===== src/design/lage_pkg.sv =====
// Shared types and constants of the life automaton generation engine.
// Holds the operation codes, the sequencer states, the register map and the B3/S23 counts.
// Depends on nothing; the row unit, the register file and the top level import it.
package lage_pkg;

	// Operation carried in the input tuser
	typedef enum logic [1:0] {
		KIND_WRITE   = 2'd0,
		KIND_ADVANCE = 2'd1,
		KIND_READ    = 2'd2
	} lage_kind_t;

	// Sequencer states
	typedef enum logic [2:0] {
		ST_CLEAR,
		ST_IDLE,
		ST_FETCH,
		ST_ADV_LOAD,
		ST_ADV_ROW,
		ST_ADV_READ,
		ST_RESP
	} lage_state_t;

	// Register map, selected by paddr[2]
	localparam logic REG_COLUMNS = 1'b0;
	localparam logic REG_ROWS    = 1'b1;

	localparam logic [6:0] COLUMNS_RESET = 7'd64;
	localparam logic [6:0] ROWS_RESET    = 7'd64;

	// Neighbor counts of rule B3/S23
	localparam logic [3:0] BIRTH_COUNT   = 4'd3;
	localparam logic [3:0] SURVIVE_COUNT = 4'd2;

	// Raw register contents handed to the sequencer
	typedef struct packed {
		logic [6:0] columns;
		logic [6:0] rows;
	} lage_cfg_t;

endpackage


===== src/design/lage_row_unit.sv =====
// Row update unit: computes the next generation of one row from the rows around it.
// Inputs arrive already masked to the columns in use. Depends on lage_pkg.
module lage_row_unit #(
	parameter int WIDTH = 64
) (
	input  logic [WIDTH-1:0] above,
	input  logic [WIDTH-1:0] center,
	input  logic [WIDTH-1:0] below,
	input  logic [WIDTH-1:0] col_mask,
	output logic [WIDTH-1:0] next_row
);
	import lage_pkg::*;

	logic [WIDTH-1:0] above_l, above_r, center_l, center_r, below_l, below_r;

	function automatic logic [3:0] count8(input logic [7:0] bits);
		logic [3:0] sum;
		sum = '0;
		for (int i = 0; i < 8; i++) begin
			sum = sum + 4'(bits[i]);
		end
		return sum;
	endfunction

	// Align the left and right neighbors of each cell; edges shift in dead cells
	assign above_l  = above << 1;
	assign above_r  = above >> 1;
	assign center_l = center << 1;
	assign center_r = center >> 1;
	assign below_l  = below << 1;
	assign below_r  = below >> 1;

	// Apply birth on three, survival on two or three
	always_comb begin
		logic [3:0] n;
		n = '0;
		for (int c = 0; c < WIDTH; c++) begin
			n = count8({above_l[c], above[c], above_r[c], center_l[c], center_r[c],
				below_l[c], below[c], below_r[c]});
			next_row[c] = col_mask[c] & ((n == BIRTH_COUNT) |
				(center[c] & (n == SURVIVE_COUNT)));
		end
	end

endmodule


===== config.mk =====
export PLATFORM = sky130hd
export DESIGN_NAME = lage_row_unit
export DESIGN_NICKNAME = d
export VERILOG_FILES = /design/src/design/lage_pkg.sv /design/src/design/lage_row_unit.sv
export SDC_FILE = /design/constraint.sdc
export NUM_CORES = 1
export LEC_CHECK = 0
export BUFFER_PORTS_ARGS = -buffer_cell sky130_fd_sc_hd__buf_2
export CORE_ASPECT_RATIO = 1.4
export CORE_MARGIN = 2
export CORE_UTILIZATION = 56
export DETAILED_ROUTE_END_ITERATION = 8
export PLACE_DENSITY_LB_ADDON = 0.3
export SYNTH_ARGS = -nofsm -noshare
export SYNTH_HDL_FRONTEND = slang
export SYNTH_SLANG_ARGS = --single-unit

===== constraint.sdc =====
create_clock -name vclk -period 3.35
set_input_delay 0.1675 -clock vclk [all_inputs]
set_output_delay 0.1675 -clock vclk [all_outputs]
set_load 0.02 [all_outputs]

==> results.ini <==
[run_status]
run_status = finished, final reports clean

[layout]
drive_above_1_share_pct = 24.4
area_growth_pct = 18.5
seq_cells = 0
register_area_um2 = 0
fin_nets = 2218
clkbuf_count = 0
fin_util_pct = 67.6

[pwr]
p_per_area_mw_per_mm2 = 288
power_frac_seq_pct = 0
swShare_pct = 55.1
max-vdd-ir-drop_uv = 148
internal_power_mw = 1.67
p_sw_mw = 2.05
finalPower_mw = 3.73
leakage_nw = 7.52
p_comb_share_pct = 100.0
pwr-share-clk_pct = 0

[worst_hold_path]
min_path_type = input pin to primary output
min-delay-start = col_mask[63]
hold_end = next_row[63]
min_path_cells = 4

[synth]
syn-num-nets = 1895
synthTopCellsByCount = inv_1 (443), fa_1 (253), ha_1 (188)
yosysTopAreaCell = fa_1
ys_types = 18
yosys_warnings = 0
synth.avg_cell_area_um2 = 9.11
yosysMostFrequentCell = inv_1
synthCells = 1198
synth_top_area_share_pct = 46.4
synth-seq-area-share_pct = 0
syn_area_mm2 = 0.0109
synth_top_cells_by_area = fa_1 (46%), ha_1 (22%), inv_1 (15%)

[sta]
fin_tns_setup_ns = 0
rsz0062_at_grt = true
fin_crit_sh_pct = 98.1
finalSetupViolCount = 0
hold_violations = 0
setup_ws_ns = 0.0625
finalCriticalPeriod_ns = 3.29
worst_pin_slew_ns = 0.256
slew-limit-headroom_pct = 82.9
drv_slew = 0
max_clock_freq_mhz = 304

[route]
drc = 0
routed_wl_um = 23300
drtPass1Iterations = 4
ant_nets = 0
viasPerCell = 5.03
first_iter_violations = 137
vias = 8905
wl_per_cell_um = 13.2

[worst_setup_path]
arrival_ns = 3.12
crit_path_max_fanout = 2
startpoint = above[31]
crit_path_end_kind = primary output
cp.required_ns = 3.18
start_kind = input pin
timing_worst_setup_path_type = input pin to primary output

[global_route]
grt_util_all_layers_pct = 23.4
grt_max_degree = 4
grt_pass1_vias = 9827
grt_pass1_wl_um = 40400
overflow = 0
antenna_found_initial = 7

[floorplan]
start_util_pct = 57.0
dieArea_mm2 = 0.0206
die_w_um = 122
io_pins = 320
core_mm2 = 0.0191
fp.dieH_um = 169
rows = 60

[placed_design]
gp_congestion = 0.887
pre_cts_slack_ns = 0.0498
io_buffers = 320
place_hpwl_um = 22700

[job]
maxCapViolations = 0

[critical path: stages]
cell and delay (ns):
buf_2 0.09, inv_1 0.08, fa_1 0.58, fa_1 0.44
fa_1 0.51, inv_1 0.05, ha_1 0.20, fa_1 0.37
or2_2 0.30, a21oi_2 0.16, buf_4 0.17
[power by group through the flow]
stage / sequential, mW / clock [mW] / combinational [mW]
2_1_floorplan: 0 / 0 / 2.68
3_3_place_gp: 0 / 0 / 3.49
3_5_place_dp: 0 / 0 / 3.69
4_1_cts: 0 / 0 / 3.72
5_1_grt: 0 / 0.000000160 / 4.36
6_report: 0 / 0.000000160 / 3.73
[layer usage]
layer / vias up / track usage (%) / part of all wire (%)
met2: 246 / 46.5 / 55
met5: - / 0 / 0.16
met1: 4286 / 25.3 / 35
met4: 6 / 6.15 / 3.0
met3: 54 / 3.60 / 6.3
li1: 4313 / - / -
[per-stage QoR]
stage / hold WS [ns] / instances / cell area (um^2)
6_report: 0.669 / 1771 / 12900
5_1_grt: 0.698 / 1771 / 12900
4_1_cts: 0.668 / 1766 / 12800
3_5_place_dp: 0.669 / 1766 / 12800
3_3_place_gp: 0.661 / 1766 / 12800
2_1_floorplan: 0.452 / 1198 / 10900
[layout by cell type, fill, tap and decap left out, types with 2 or more instances in the layout]
master	count
a21oi_1	103
or2_1	7
fa_1	252
o2111ai_1	8
buf_2	304
o211ai_1	53
ha_1	187
or2_2	29
or2_0	16
a21oi_2	11
nand3_1	53
buf_4	16
diode_2	4
inv_1	439
nand3b_1	8
nand2b_1	9
inv_2	4
a211oi_1	2
nand2_1	10
[timing repair]
item | 4_1_cts | 5_1_grt
endpoints found under the setup margin | 0 | 18
gates resized for setup | 0 | 35
hold buffers | 0 | 0
setup buffers | 0 | 1
[worst max path at each step]
stage	to	slack, ns	cells past startpoint
6_report	next_row[32]	0.06	11
5_1_grt	next_row[32]	-0.03	11
4_1_cts	next_row[35]	0.03	11
3_5_place_dp	next_row[52]	0.05	11
3_3_place_gp	next_row[52]	0.09	11
2_1_floorplan	next_row[1]	0.27	9
[cell type report]
cell class         instances  area [um^2]
multi-input cells        755         9300
fillers                 1607         6200
inverters                443         1660
repair buffers           321         1650
well taps                248          310
diodes                     4         10.0
[logic make-up (layout without fill, tap and decap cells)]
group,Yosys count,after routing,share of synthesized area [%]
AOI/OAI and AO/OA,179,179,9.84
adders and majority gates,441,441,67.9
buffers and inverters,443,764,15.2
other,0,4,0
and+or+nand+nor,135,135,6.99
(Power assumes the default switching activity.)
