`src/design/lage_pkg.sv`:
```
// Shared types and constants of the life automaton generation engine.
// Holds the operation codes, the sequencer states, the register map and the B3/S23 counts.
// Depends on nothing; the row unit, the register file and the top level import it.
package lage_pkg;

	// Operation carried in the input tuser
	typedef enum logic [1:0] {
		KIND_WRITE   = 2'd0,
		KIND_ADVANCE = 2'd1,
		KIND_READ    = 2'd2
	} lage_kind_t;

	// Sequencer states
	typedef enum logic [2:0] {
		ST_CLEAR,
		ST_IDLE,
		ST_FETCH,
		ST_ADV_LOAD,
		ST_ADV_ROW,
		ST_ADV_READ,
		ST_RESP
	} lage_state_t;

	// Register map, selected by paddr[2]
	localparam logic REG_COLUMNS = 1'b0;
	localparam logic REG_ROWS    = 1'b1;

	localparam logic [6:0] COLUMNS_RESET = 7'd64;
	localparam logic [6:0] ROWS_RESET    = 7'd64;

	// Neighbor counts of rule B3/S23
	localparam logic [3:0] BIRTH_COUNT   = 4'd3;
	localparam logic [3:0] SURVIVE_COUNT = 4'd2;

	// Raw register contents handed to the sequencer
	typedef struct packed {
		logic [6:0] columns;
		logic [6:0] rows;
	} lage_cfg_t;

endpackage

```
`src/design/lage_cfg_regs.sv`:
```
// APB register file holding the grid size registers.
// Depends on lage_pkg for the register map and reset values.
module lage_cfg_regs (
	input  logic                clk,
	input  logic                arst_n,
	input  logic                psel,
	input  logic                penable,
	input  logic                pwrite,
	input  logic [2:0]          paddr,
	input  logic [31:0]         pwdata,
	output logic [31:0]         prdata,
	output logic                pready,
	output lage_pkg::lage_cfg_t cfg
);
	import lage_pkg::*;

	logic [6:0] columns_q;
	logic [6:0] rows_q;
	logic       wr_fire;

	assign pready  = 1'b1;
	assign wr_fire = psel & penable & pwrite & pready;

	// Capture register writes
	always_ff @(posedge clk or negedge arst_n) begin
		if (!arst_n) begin
			columns_q <= COLUMNS_RESET;
			rows_q    <= ROWS_RESET;
		end else if (wr_fire) begin
			if (paddr[2] == REG_COLUMNS) begin
				columns_q <= pwdata[6:0];
			end else begin
				rows_q <= pwdata[6:0];
			end
		end
	end

	// Return the selected register
	assign prdata = (paddr[2] == REG_ROWS) ? {25'd0, rows_q} : {25'd0, columns_q};

	assign cfg.columns = columns_q;
	assign cfg.rows    = rows_q;

endmodule

```
`config.mk`:
```
export PLATFORM = sky130hd
export DESIGN_NAME = lage_cfg_regs
export DESIGN_NICKNAME = d
export VERILOG_FILES = /design/src/design/lage_pkg.sv /design/src/design/lage_cfg_regs.sv
export SDC_FILE = /design/constraint.sdc
export NUM_CORES = 1
export LEC_CHECK = 0
export BUFFER_PORTS_ARGS = -buffer_cell sky130_fd_sc_hd__buf_2
export CORE_MARGIN = 10
export CORE_UTILIZATION = 37
export CTS_BUF_LIST = sky130_fd_sc_hd__clkbuf_4 sky130_fd_sc_hd__clkbuf_8 sky130_fd_sc_hd__clkbuf_16
export CTS_CLUSTER_DIAMETER = 50
export CTS_CLUSTER_SIZE = 14
export DETAILED_ROUTE_END_ITERATION = 8
export PLACE_DENSITY_LB_ADDON = 0.25
export SETUP_SLACK_MARGIN = 0.2
export SYNTH_ARGS = -nofsm -noshare
export SYNTH_HDL_FRONTEND = slang
export SYNTH_SLANG_ARGS = --single-unit
```
`constraint.sdc`:
```
create_clock -name clk -period 1.2 [get_ports clk]
set_input_delay 0.12 -clock clk [delete_from_list [all_inputs] [get_ports clk]]
set_output_delay 0.12 -clock clk [all_outputs]
set_load 0.05 [all_outputs]
```
==> impl_metrics.json <==
{
  "root_buffer": "clkbuf_4",
  "finalHoldViolations": 0,
  "grt_use_met1": 0.0851,
  "grt_pass1_wl_um": 3080,
  "synth_top_area_share": 0.358,
  "yosysMostFrequentCell": "buf_4",
  "synth_common_cells": "buf_4 (26), mux2_2 (21), dfrtp_1 (12)",
  "powerDensity_nw_per_um2": 2080,
  "cts_sinks": 14,
  "synthesis.area_um2": 840,
  "synth.avg_cell_area_um2": 12.7,
  "synth_enable_flop_cells": 0,
  "grt_overflow_total": 0,
  "ys_async_sr_fraction": 1.00,
  "io_pins": 87,
  "synth_cell_type_count": 8,
  "layout_setup_ws_ns": -0.0465,
  "htreeDepth": 1,
  "crit_type": "reg -> out",
  "initial_core_util": 0.383,
  "postRouteAntennaNets": 0,
  "regToRegStartpoint": "columns_q[1]",
  "grt.total_usage": 0.0876,
  "drv_cap": 0,
  "r2r-end": "columns_q[1]",
  "outcome": "finished, violations left",
  "die_area_um2": 4570,
  "reg2regPathDepth": 3,
  "gr-usage-met2": 0.158,
  "area_growth_pct": 51.1,
  "finalInstanceArea_um2": 1270,
  "cts_made_buffers": 3,
  "ys_ff_latch": 14,
  "path_clk_slew_ns": 0.08,
  "setup_viol": 7,
  "power_leakage_uw": 0.000644,
  "ys_seq_area_frac": 0.420,
  "required_ns": 1.08,
  "dp_hpwl_um": 1620,
  "synth_flop_cell": "dfrtp_1",
  "dr_total_vias": 573,
  "crit_fanout": 2,
  "place_area_um2": 985,
  "wl_um": 2190,
  "rsz0062_at_grt": "true",
  "min_to": "columns_q[1]",
  "fp.coreArea_um2": 2190,
  "gp_congestion": 0.688,
  "arrival_ns": 1.13,
  "irDropWorstVdd_v": 0.00135,
  "die_y_um": 67.6,
  "synth_largest_area_cell": "dfrtp_1",
  "violations": "negative setup slack",
  "rows": 17,
  "reg2reg_slack_ns": 0.20,
  "fin_crit_ns": 1.25,
  "skew_ns": 0,
  "min_path_type": "in -> reg",
  "numPortBuffers": 33,
  "grt_max_degree": 15,
  "chipWidth_um": 67.6,
  "drtIter0Drc": 1,
  "finish.utilization": 0.579,
  "hold_path_depth": 2,
  "fin_nets": 152,
  "period_share": 1.04,
  "busiest_layer": "met2",
  "met3_usage": 0.0364,
  "min_from": "pwdata[1]",
  "fmax_mhz": 802,
  "drc": 0,
  "grt_pass1_vias": 638,
  "netlist_instances": 66,
  "drt_pass1_iterations": 2,
  "antenna_found_initial": 0,
  "cts_buffer_depth": 2,
  "start_kind": "flop",
  "yosysWarnings": 0,
  "drive_gt1_frac": 0.757,
  "viasPerCell": 4.12,
  "ys_top_cells_by_area": "dfrtp_1 (36%), mux2_2 (28%), buf_4 (23%)",
  "diodes": 0,
  "cts_tree": "built",
  "avgRoutedWirePerCell_um": 15.7,
  "endpoint_kind": "output port",
  "slew_violations": 0,
  "worstSkewPairLatency_ns": 0.27
}
==> layer usage <==
metal  part of all wire  routed length [µm]
met5                  0                   0
met3               0.14                 313
met1               0.33                 720
met2               0.52                1140
met4             0.0073                  16
==> report_power, final <==
group	internal, µW	switching [µW]
Clock	184	150
Sequential	603	78.7
Combinational	631	993
==> registers in the layout, indices dropped and copies added (netlist names) <==
name / cells
columns_q: 7
rows_q: 7
==> cell usage in the layout, fill, tap and decap left out <==
cell type	netlist	layout
dfstp_2	2	2
dlygate4sd3_1	0	1
buf_6	1	12
dfrtp_2	0	12
buf_4	26	6
nand4b_4	1	1
buf_12	0	1
clkbuf_4	0	4
clkbuf_8	0	1
buf_2	0	13
mux2_2	21	14
mux2_4	0	7
buf_8	0	10
conb_1	2	26
nand4_2	1	1
==> through the flow <==
stage / std cells / hold WS, ns / setup TNS, ns / setup slack (ns) / total power [µW]
final: 139 / 0.0850 / -0.249 / -0.0465 / 2640
after global routing: 139 / 0.0840 / -0.477 / -0.0709 / 2740
after CTS: 137 / 0.0761 / -0.293 / -0.0440 / 2570
after detailed placement: 125 / 0.0315 / 0 / 0.118 / 1900
after global placement: 125 / 0.0252 / 0 / 0.114 / 1880
after floorplan: 90 / -0.176 / 0 / 0.101 / 1720
==> how the worst max path moves through the flow <==
stage | from | endpoint | cells past startpoint
floorplan | columns_q[6] | prdata[6] | 1
global placement | paddr[2] | prdata[6] | 4
finish | columns_q[1] | prdata[1] | 2
global route | columns_q[1] | prdata[1] | 2
CTS | rows_q[0] | prdata[0] | 2
detailed placement | paddr[2] | prdata[3] | 4
==> final cells by class <==
| cell class | instances | area [µm²] |
|---|---|---|
| timing repair buffer | 44 | 433 |
| tap | 28 | 35.0 |
| multi-input combinational | 49 | 397 |
| sequential | 14 | 368 |
| fill | 198 | 922 |
| clock buffer | 4 | 36.3 |
==> worst max-delay path: stages (launching register included) <==
cell and delay (ns):
dfrtp_2 0.42, mux2_4 0.28, buf_6 0.15
==> cell families (layout without fill, tap and decap cells) <==
kind of cell,count (synthesis),after routing,share of synthesized area
buffers and inverters,27,48,0.246
muxes,21,21,0.282
DFF,14,14,0.420
other,2,26,0.00895
and+or+nand+nor,2,2,0.0432
==> repair_timing <==
| action | in CTS | in global routing |
|---|---|---|
| buffers inserted | 7 | 2 |
| hold buffers | 1 | 0 |
| resized for setup | 41 | 14 |
| hold endpoints to repair | 14 | 0 |
| setup endpoints to repair | 21 | 21 |
No activity file was read; power rests on OpenSTA's default activity.
