==> config.mk <==
export PLATFORM = sky130hd
export DESIGN_NAME = lage_grid_mem
export DESIGN_NICKNAME = d
export VERILOG_FILES = /design/src/design/lage_grid_mem.sv
export SDC_FILE = /design/constraint.sdc
export NUM_CORES = 2
export LEC_CHECK = 0
export BUFFER_PORTS_ARGS = -buffer_cell sky130_fd_sc_hd__clkbuf_2
export CAP_MARGIN = 20
export CORE_MARGIN = 2
export CORE_UTILIZATION = 55
export DETAILED_ROUTE_END_ITERATION = 10
export PLACE_DENSITY = 0.75
export SKIP_CTS_REPAIR_TIMING = 1
export SLEW_MARGIN = 5
export SYNTH_ARGS = -nofsm -noshare
export SYNTH_HDL_FRONTEND = slang
export SYNTH_SLANG_ARGS = --single-unit
==> constraint.sdc <==
create_clock -name clk -period 14.6 [get_ports clk]
set_input_delay 0 -clock clk [delete_from_list [all_inputs] [get_ports clk]]
set_output_delay 0 -clock clk [all_outputs]
set_load 0.1 [all_outputs]
==> src/design/lage_grid_mem.sv <==
// Cell grid storage: one row of cells per word, one write and one read port.
// Read data is registered. Depends on nothing.
module lage_grid_mem #(
	parameter int WIDTH = 64,
	parameter int DEPTH = 64
) (
	input  logic                     clk,
	input  logic                     wr_en,
	input  logic [$clog2(DEPTH)-1:0] wr_addr,
	input  logic [WIDTH-1:0]         wr_data,
	input  logic                     rd_en,
	input  logic [$clog2(DEPTH)-1:0] rd_addr,
	output logic [WIDTH-1:0]         rd_data_q
);

	logic [WIDTH-1:0] mem_q [DEPTH];

	// Store a row
	always_ff @(posedge clk) begin
		if (wr_en) begin
			mem_q[wr_addr] <= wr_data;
		end
	end

	// Fetch a row
	always_ff @(posedge clk) begin
		if (rd_en) begin
			rd_data_q <= mem_q[rd_addr];
		end
	end

endmodule

==> impl_metrics.tcl <==
set metrics [dict create \
    route.detailed.wl_per_inst_um 37.9 \
    drt.antenna.violating_nets 0 \
    count_of_nets_after_finishing 7169 \
    worst-r2r-cell-count 5 \
    grt_remaining_overflow 0 \
    violations "negative hold slack" \
    cts_inserted_buffers 393 \
    place_congestion 0.804 \
    clkSlewWorstSetupHoldPaths_ns 0.06 \
    drt_iter0_markers 13400 \
    timing.critical_path.buf_inv 4 \
    route.vias.total 77900 \
    grt_setup_unrepaired "no" \
    top_achievable_clock_speed_mhz 236 \
    part_of_the_yosys_area_used_for_sequential_elements_pct 79.6 \
    max_cap_violations 0 \
    hold_viol 4 \
    synthesis.area_um2 157000 \
    fp.dieW_um 538 \
    cellPowerDensity_nw_per_um2 139 \
    clock_tree_from_tritoncts "built" \
    setup.reg_to_reg.worst_slack_ns 12.08 \
    grt_start_max_net_pins 133 \
    routed_wl_um 424000 \
    crit_startpoint "rd_addr[1]" \
    post_synth_mux_area_share_pct 15.6 \
    critPathTopFamily "buffers and inverters" \
    dieArea_um2 290000 \
    ys_async_sr_fraction_pct 0 \
    critical_path_depth 8 \
    largest_family_of_logic_cells_by_synthesized_area "multiplexers" \
    synth_cell_type_count 32 \
    crit-reg2reg-capture "rd_data_q[14]" \
    grt_usage_pct 28.9 \
    r2r_start "mem_q[8][14]" \
    critPathMaxFanout 89 \
    preCtsSetupSlack_ns 9.60 \
    synth_enable_flop_cells 4160 \
    crit_chain "buf_8, buf_4, buf_4, buf_4, nand2_1, o221ai_1, o22ai_1, and3_1" \
    peakVddDrop_mv 0.135 \
    skew_ns 0.0506 \
    max_slew.worst_pin.slew_ns 1.24 \
    cellLeakagePower_nw 55.3 \
    yosys.area_share.xor_xnor_pct 0 \
    htree_levels 5 \
    drt_drc_violations_left 0 \
    worstPathArrival_ns 4.87 \
    via_to_cell_ratio 6.96 \
    run_status "finished with violations" \
    period_needed_ns 4.23 \
    max_stage_delay_ns 0.84 \
    setup_viol 0 \
    starting_utilization_of_the_core_area_pct 55.2 \
    area_grow_syn2layout_pct 12.9 \
    timing.critical_path.from_type "primary input" \
    hold-worst-slack_ns -0.00154 \
    fp-row-count 196 \
    crit_end "rd_data_q[32]" \
    critical_path_class "in -> reg" \
    synth.net_count 6677 \
    grt_first_pass_wirelength_um 589000 \
    core_um2 284000 \
    clk_path_buf_depth 4 \
    number_of_global_route_vias_before_repair 77500 \
    yosys_warnings 0 \
    post_synth.cell_area_avg_um2 23.8 \
    die_height_um 538 \
    clkSinkCount 4160 \
    ys_ff_latch 4160 \
    cpMostUsedCell "buf_4" \
    setup.worst_path.end_class "flip-flop" \
    buffer_ports.inserted 142 \
    floorplan.io_pins 143 \
    setup_tns_ns 0 \
    post_synth_and_or_nand_nor_area_fraction_pct 1.23 \
    final_count_of_pins_violating_max_slew 0 \
    synth_cells 6598 \
    clock_insertion_delay_worst_skew_ns 0.92 \
    timing.critical_path.required_ns 15.24 \
    hold_path_class "in -> reg" \
    setup_ws_ns 10.37 \
    initial_antenna_violation_count 24 \
    critical_path.slowest_cell "buf_4" \
    synth_compound_gate_area_share_pct 2.47 \
    post_synthesis_share_of_cell_area_spent_on_full_adders_half_adders_and_majority_gates_pct 0 \
    drive_above_1_share_pct 27.9 \
    max_slew_margin_pct 17.1 \
    finalCritPeriodShare_pct 29.0 \
    clk_root_buffer_cell "clkbuf_16" \
    synth_ff_type "edfxtp_1" \
    drt_pass1_iterations 8 \
    place_hpwl_um 215000 \
]
-- per-stage QoR --
| stage | util (%) | hold WS [ns] | cells | power, mW | area [µm²] |
|---|---|---|---|---|---|
| 2_1_floorplan | - | 0.0989 | 6598 | 14.3 | 157000 |
| 3_3_place_gp | 57.2 | 0.653 | 10300 | 14.7 | 163000 |
| 3_5_place_dp | 57.2 | 0.647 | 10300 | 14.8 | 163000 |
| 4_1_cts | 61.6 | -0.321 | 11000 | 24.6 | 175000 |
| 5_1_grt | 62.3 | 0.00271 | 11200 | 25.1 | 177000 |
| 6_report | 62.3 | -0.00154 | 11200 | 24.6 | 177000 |
-- layout by cell type, fill, tap and decap left out, types with 6 or more instances in the layout --
master and count:
nand3_1 45, inv_6 6, nand2b_1 9, buf_12 63, buf_4 186, a31oi_1 18
clkinvlp_4 10, nand2_1 56, edfxtp_1 4160, diode_2 20, nor2b_1 24, a211oi_1 63
mux4_2 1024, a41oi_1 26, buf_16 8, dlygate4sd3_1 70, a2bb2oi_1 19, nor2_1 47
mux2i_1 135, bufinv_16 35, clkbuf_1 73, a22o_1 88, or2_2 28, clkbuf_2 137
inv_1 19, nor2_4 65, clkinv_1 97, or3_1 29, clkbuf_16 401, clkinv_2 74
o221ai_1 38, a22oi_1 168, o22ai_1 83, and3_1 64
-- report_power, final --
group          switching (mW)  leakage, nW  internal [mW]
clock                    4.38         6.10           5.65
combinational           0.836         11.7          0.441
sequential             0.0488         37.5           13.2
total                    5.26         55.3           19.3
-- worst register-to-register path, stage by stage (launching register included) --
cell      delay, ns
edfxtp_1       0.37
mux4_2         0.46
nor2b_1        0.17
a211oi_1       0.61
o22ai_1        0.38
and3_1         0.25
-- final cells by class --
type                            count  area (µm²)
Sequential cell                  4160      125000
Fill cell                       18000      107000
Multi-Input combinational cell   2049       30800
Clock buffer                      474       10300
Tap cell                         3762        4710
Timing Repair Buffer              467        4300
Clock inverter                    235        2170
Inverter                           19        71.3
Antenna cell                       20        50.0
-- worst min path at each step --
| stage | slack (ns) | start | cells after the start | endpoint |
|---|---|---|---|---|
| floorplan | 0.1 | wr_data[0] | 0 | mem_q[0][0] |
| global placement | 0.65 | rd_en | 1 | rd_data_q[15] |
| detailed placement | 0.65 | rd_en | 1 | rd_data_q[15] |
| CTS | -0.32 | rd_en | 1 | rd_data_q[20] |
| global route | 0.003 | wr_data[17] | 2 | mem_q[5][17] |
| finish | -0.002 | wr_data[38] | 2 | mem_q[18][38] |
-- kinds of logic after synthesis --
logic type,count (synthesis)
compound gates,504
simple gates,386
mux,1159
buf+inv,389
flops,4160
-- flip-flops by register name (all words and copies together) (netlist names) --
signal,count
mem_q,4096
rd_data_q,64
-- synth_stat cells, types with 3 or more instances --
| cell | n | share of area, % |
|---|---|---|
| inv_1 | 19 | 0.045 |
| or2_2 | 28 | 0.11 |
| a2bb2oi_1 | 19 | 0.11 |
| buf_4 | 34 | 0.16 |
| a22o_1 | 88 | 0.49 |
| a22oi_1 | 168 | 0.80 |
| a211oi_1 | 63 | 0.30 |
| a41oi_1 | 26 | 0.15 |
| nor2_1 | 112 | 0.27 |
| buf_2 | 170 | 0.54 |
| buf_1 | 20 | 0.048 |
| nand2_1 | 58 | 0.14 |
| edfxtp_1 | 4160 | 80 |
| and2_1 | 3 | 0.012 |
| a31oi_1 | 18 | 0.072 |
| mux2i_1 | 135 | 0.86 |
| nand2b_1 | 11 | 0.044 |
| nor2b_1 | 28 | 0.11 |
| o22ai_1 | 83 | 0.33 |
| o221ai_1 | 38 | 0.21 |
| and3_1 | 64 | 0.26 |
| or3_1 | 29 | 0.12 |
| nand3_1 | 45 | 0.14 |
| clkbuf_1 | 140 | 0.33 |
| buf_6 | 6 | 0.043 |
| mux4_2 | 1024 | 15 |
-- layer usage --
metal | routed length, µm | GRT usage [%] | up-vias
met5 | 82 | 0 | -
met4 | 20300 | 12.3 | 12
met3 | 54000 | 6.49 | 1076
met2 | 205000 | 46.0 | 6290
met1 | 145000 | 39.0 | 40900
li1 | - | - | 29600
(Power assumes the default switching activity.)
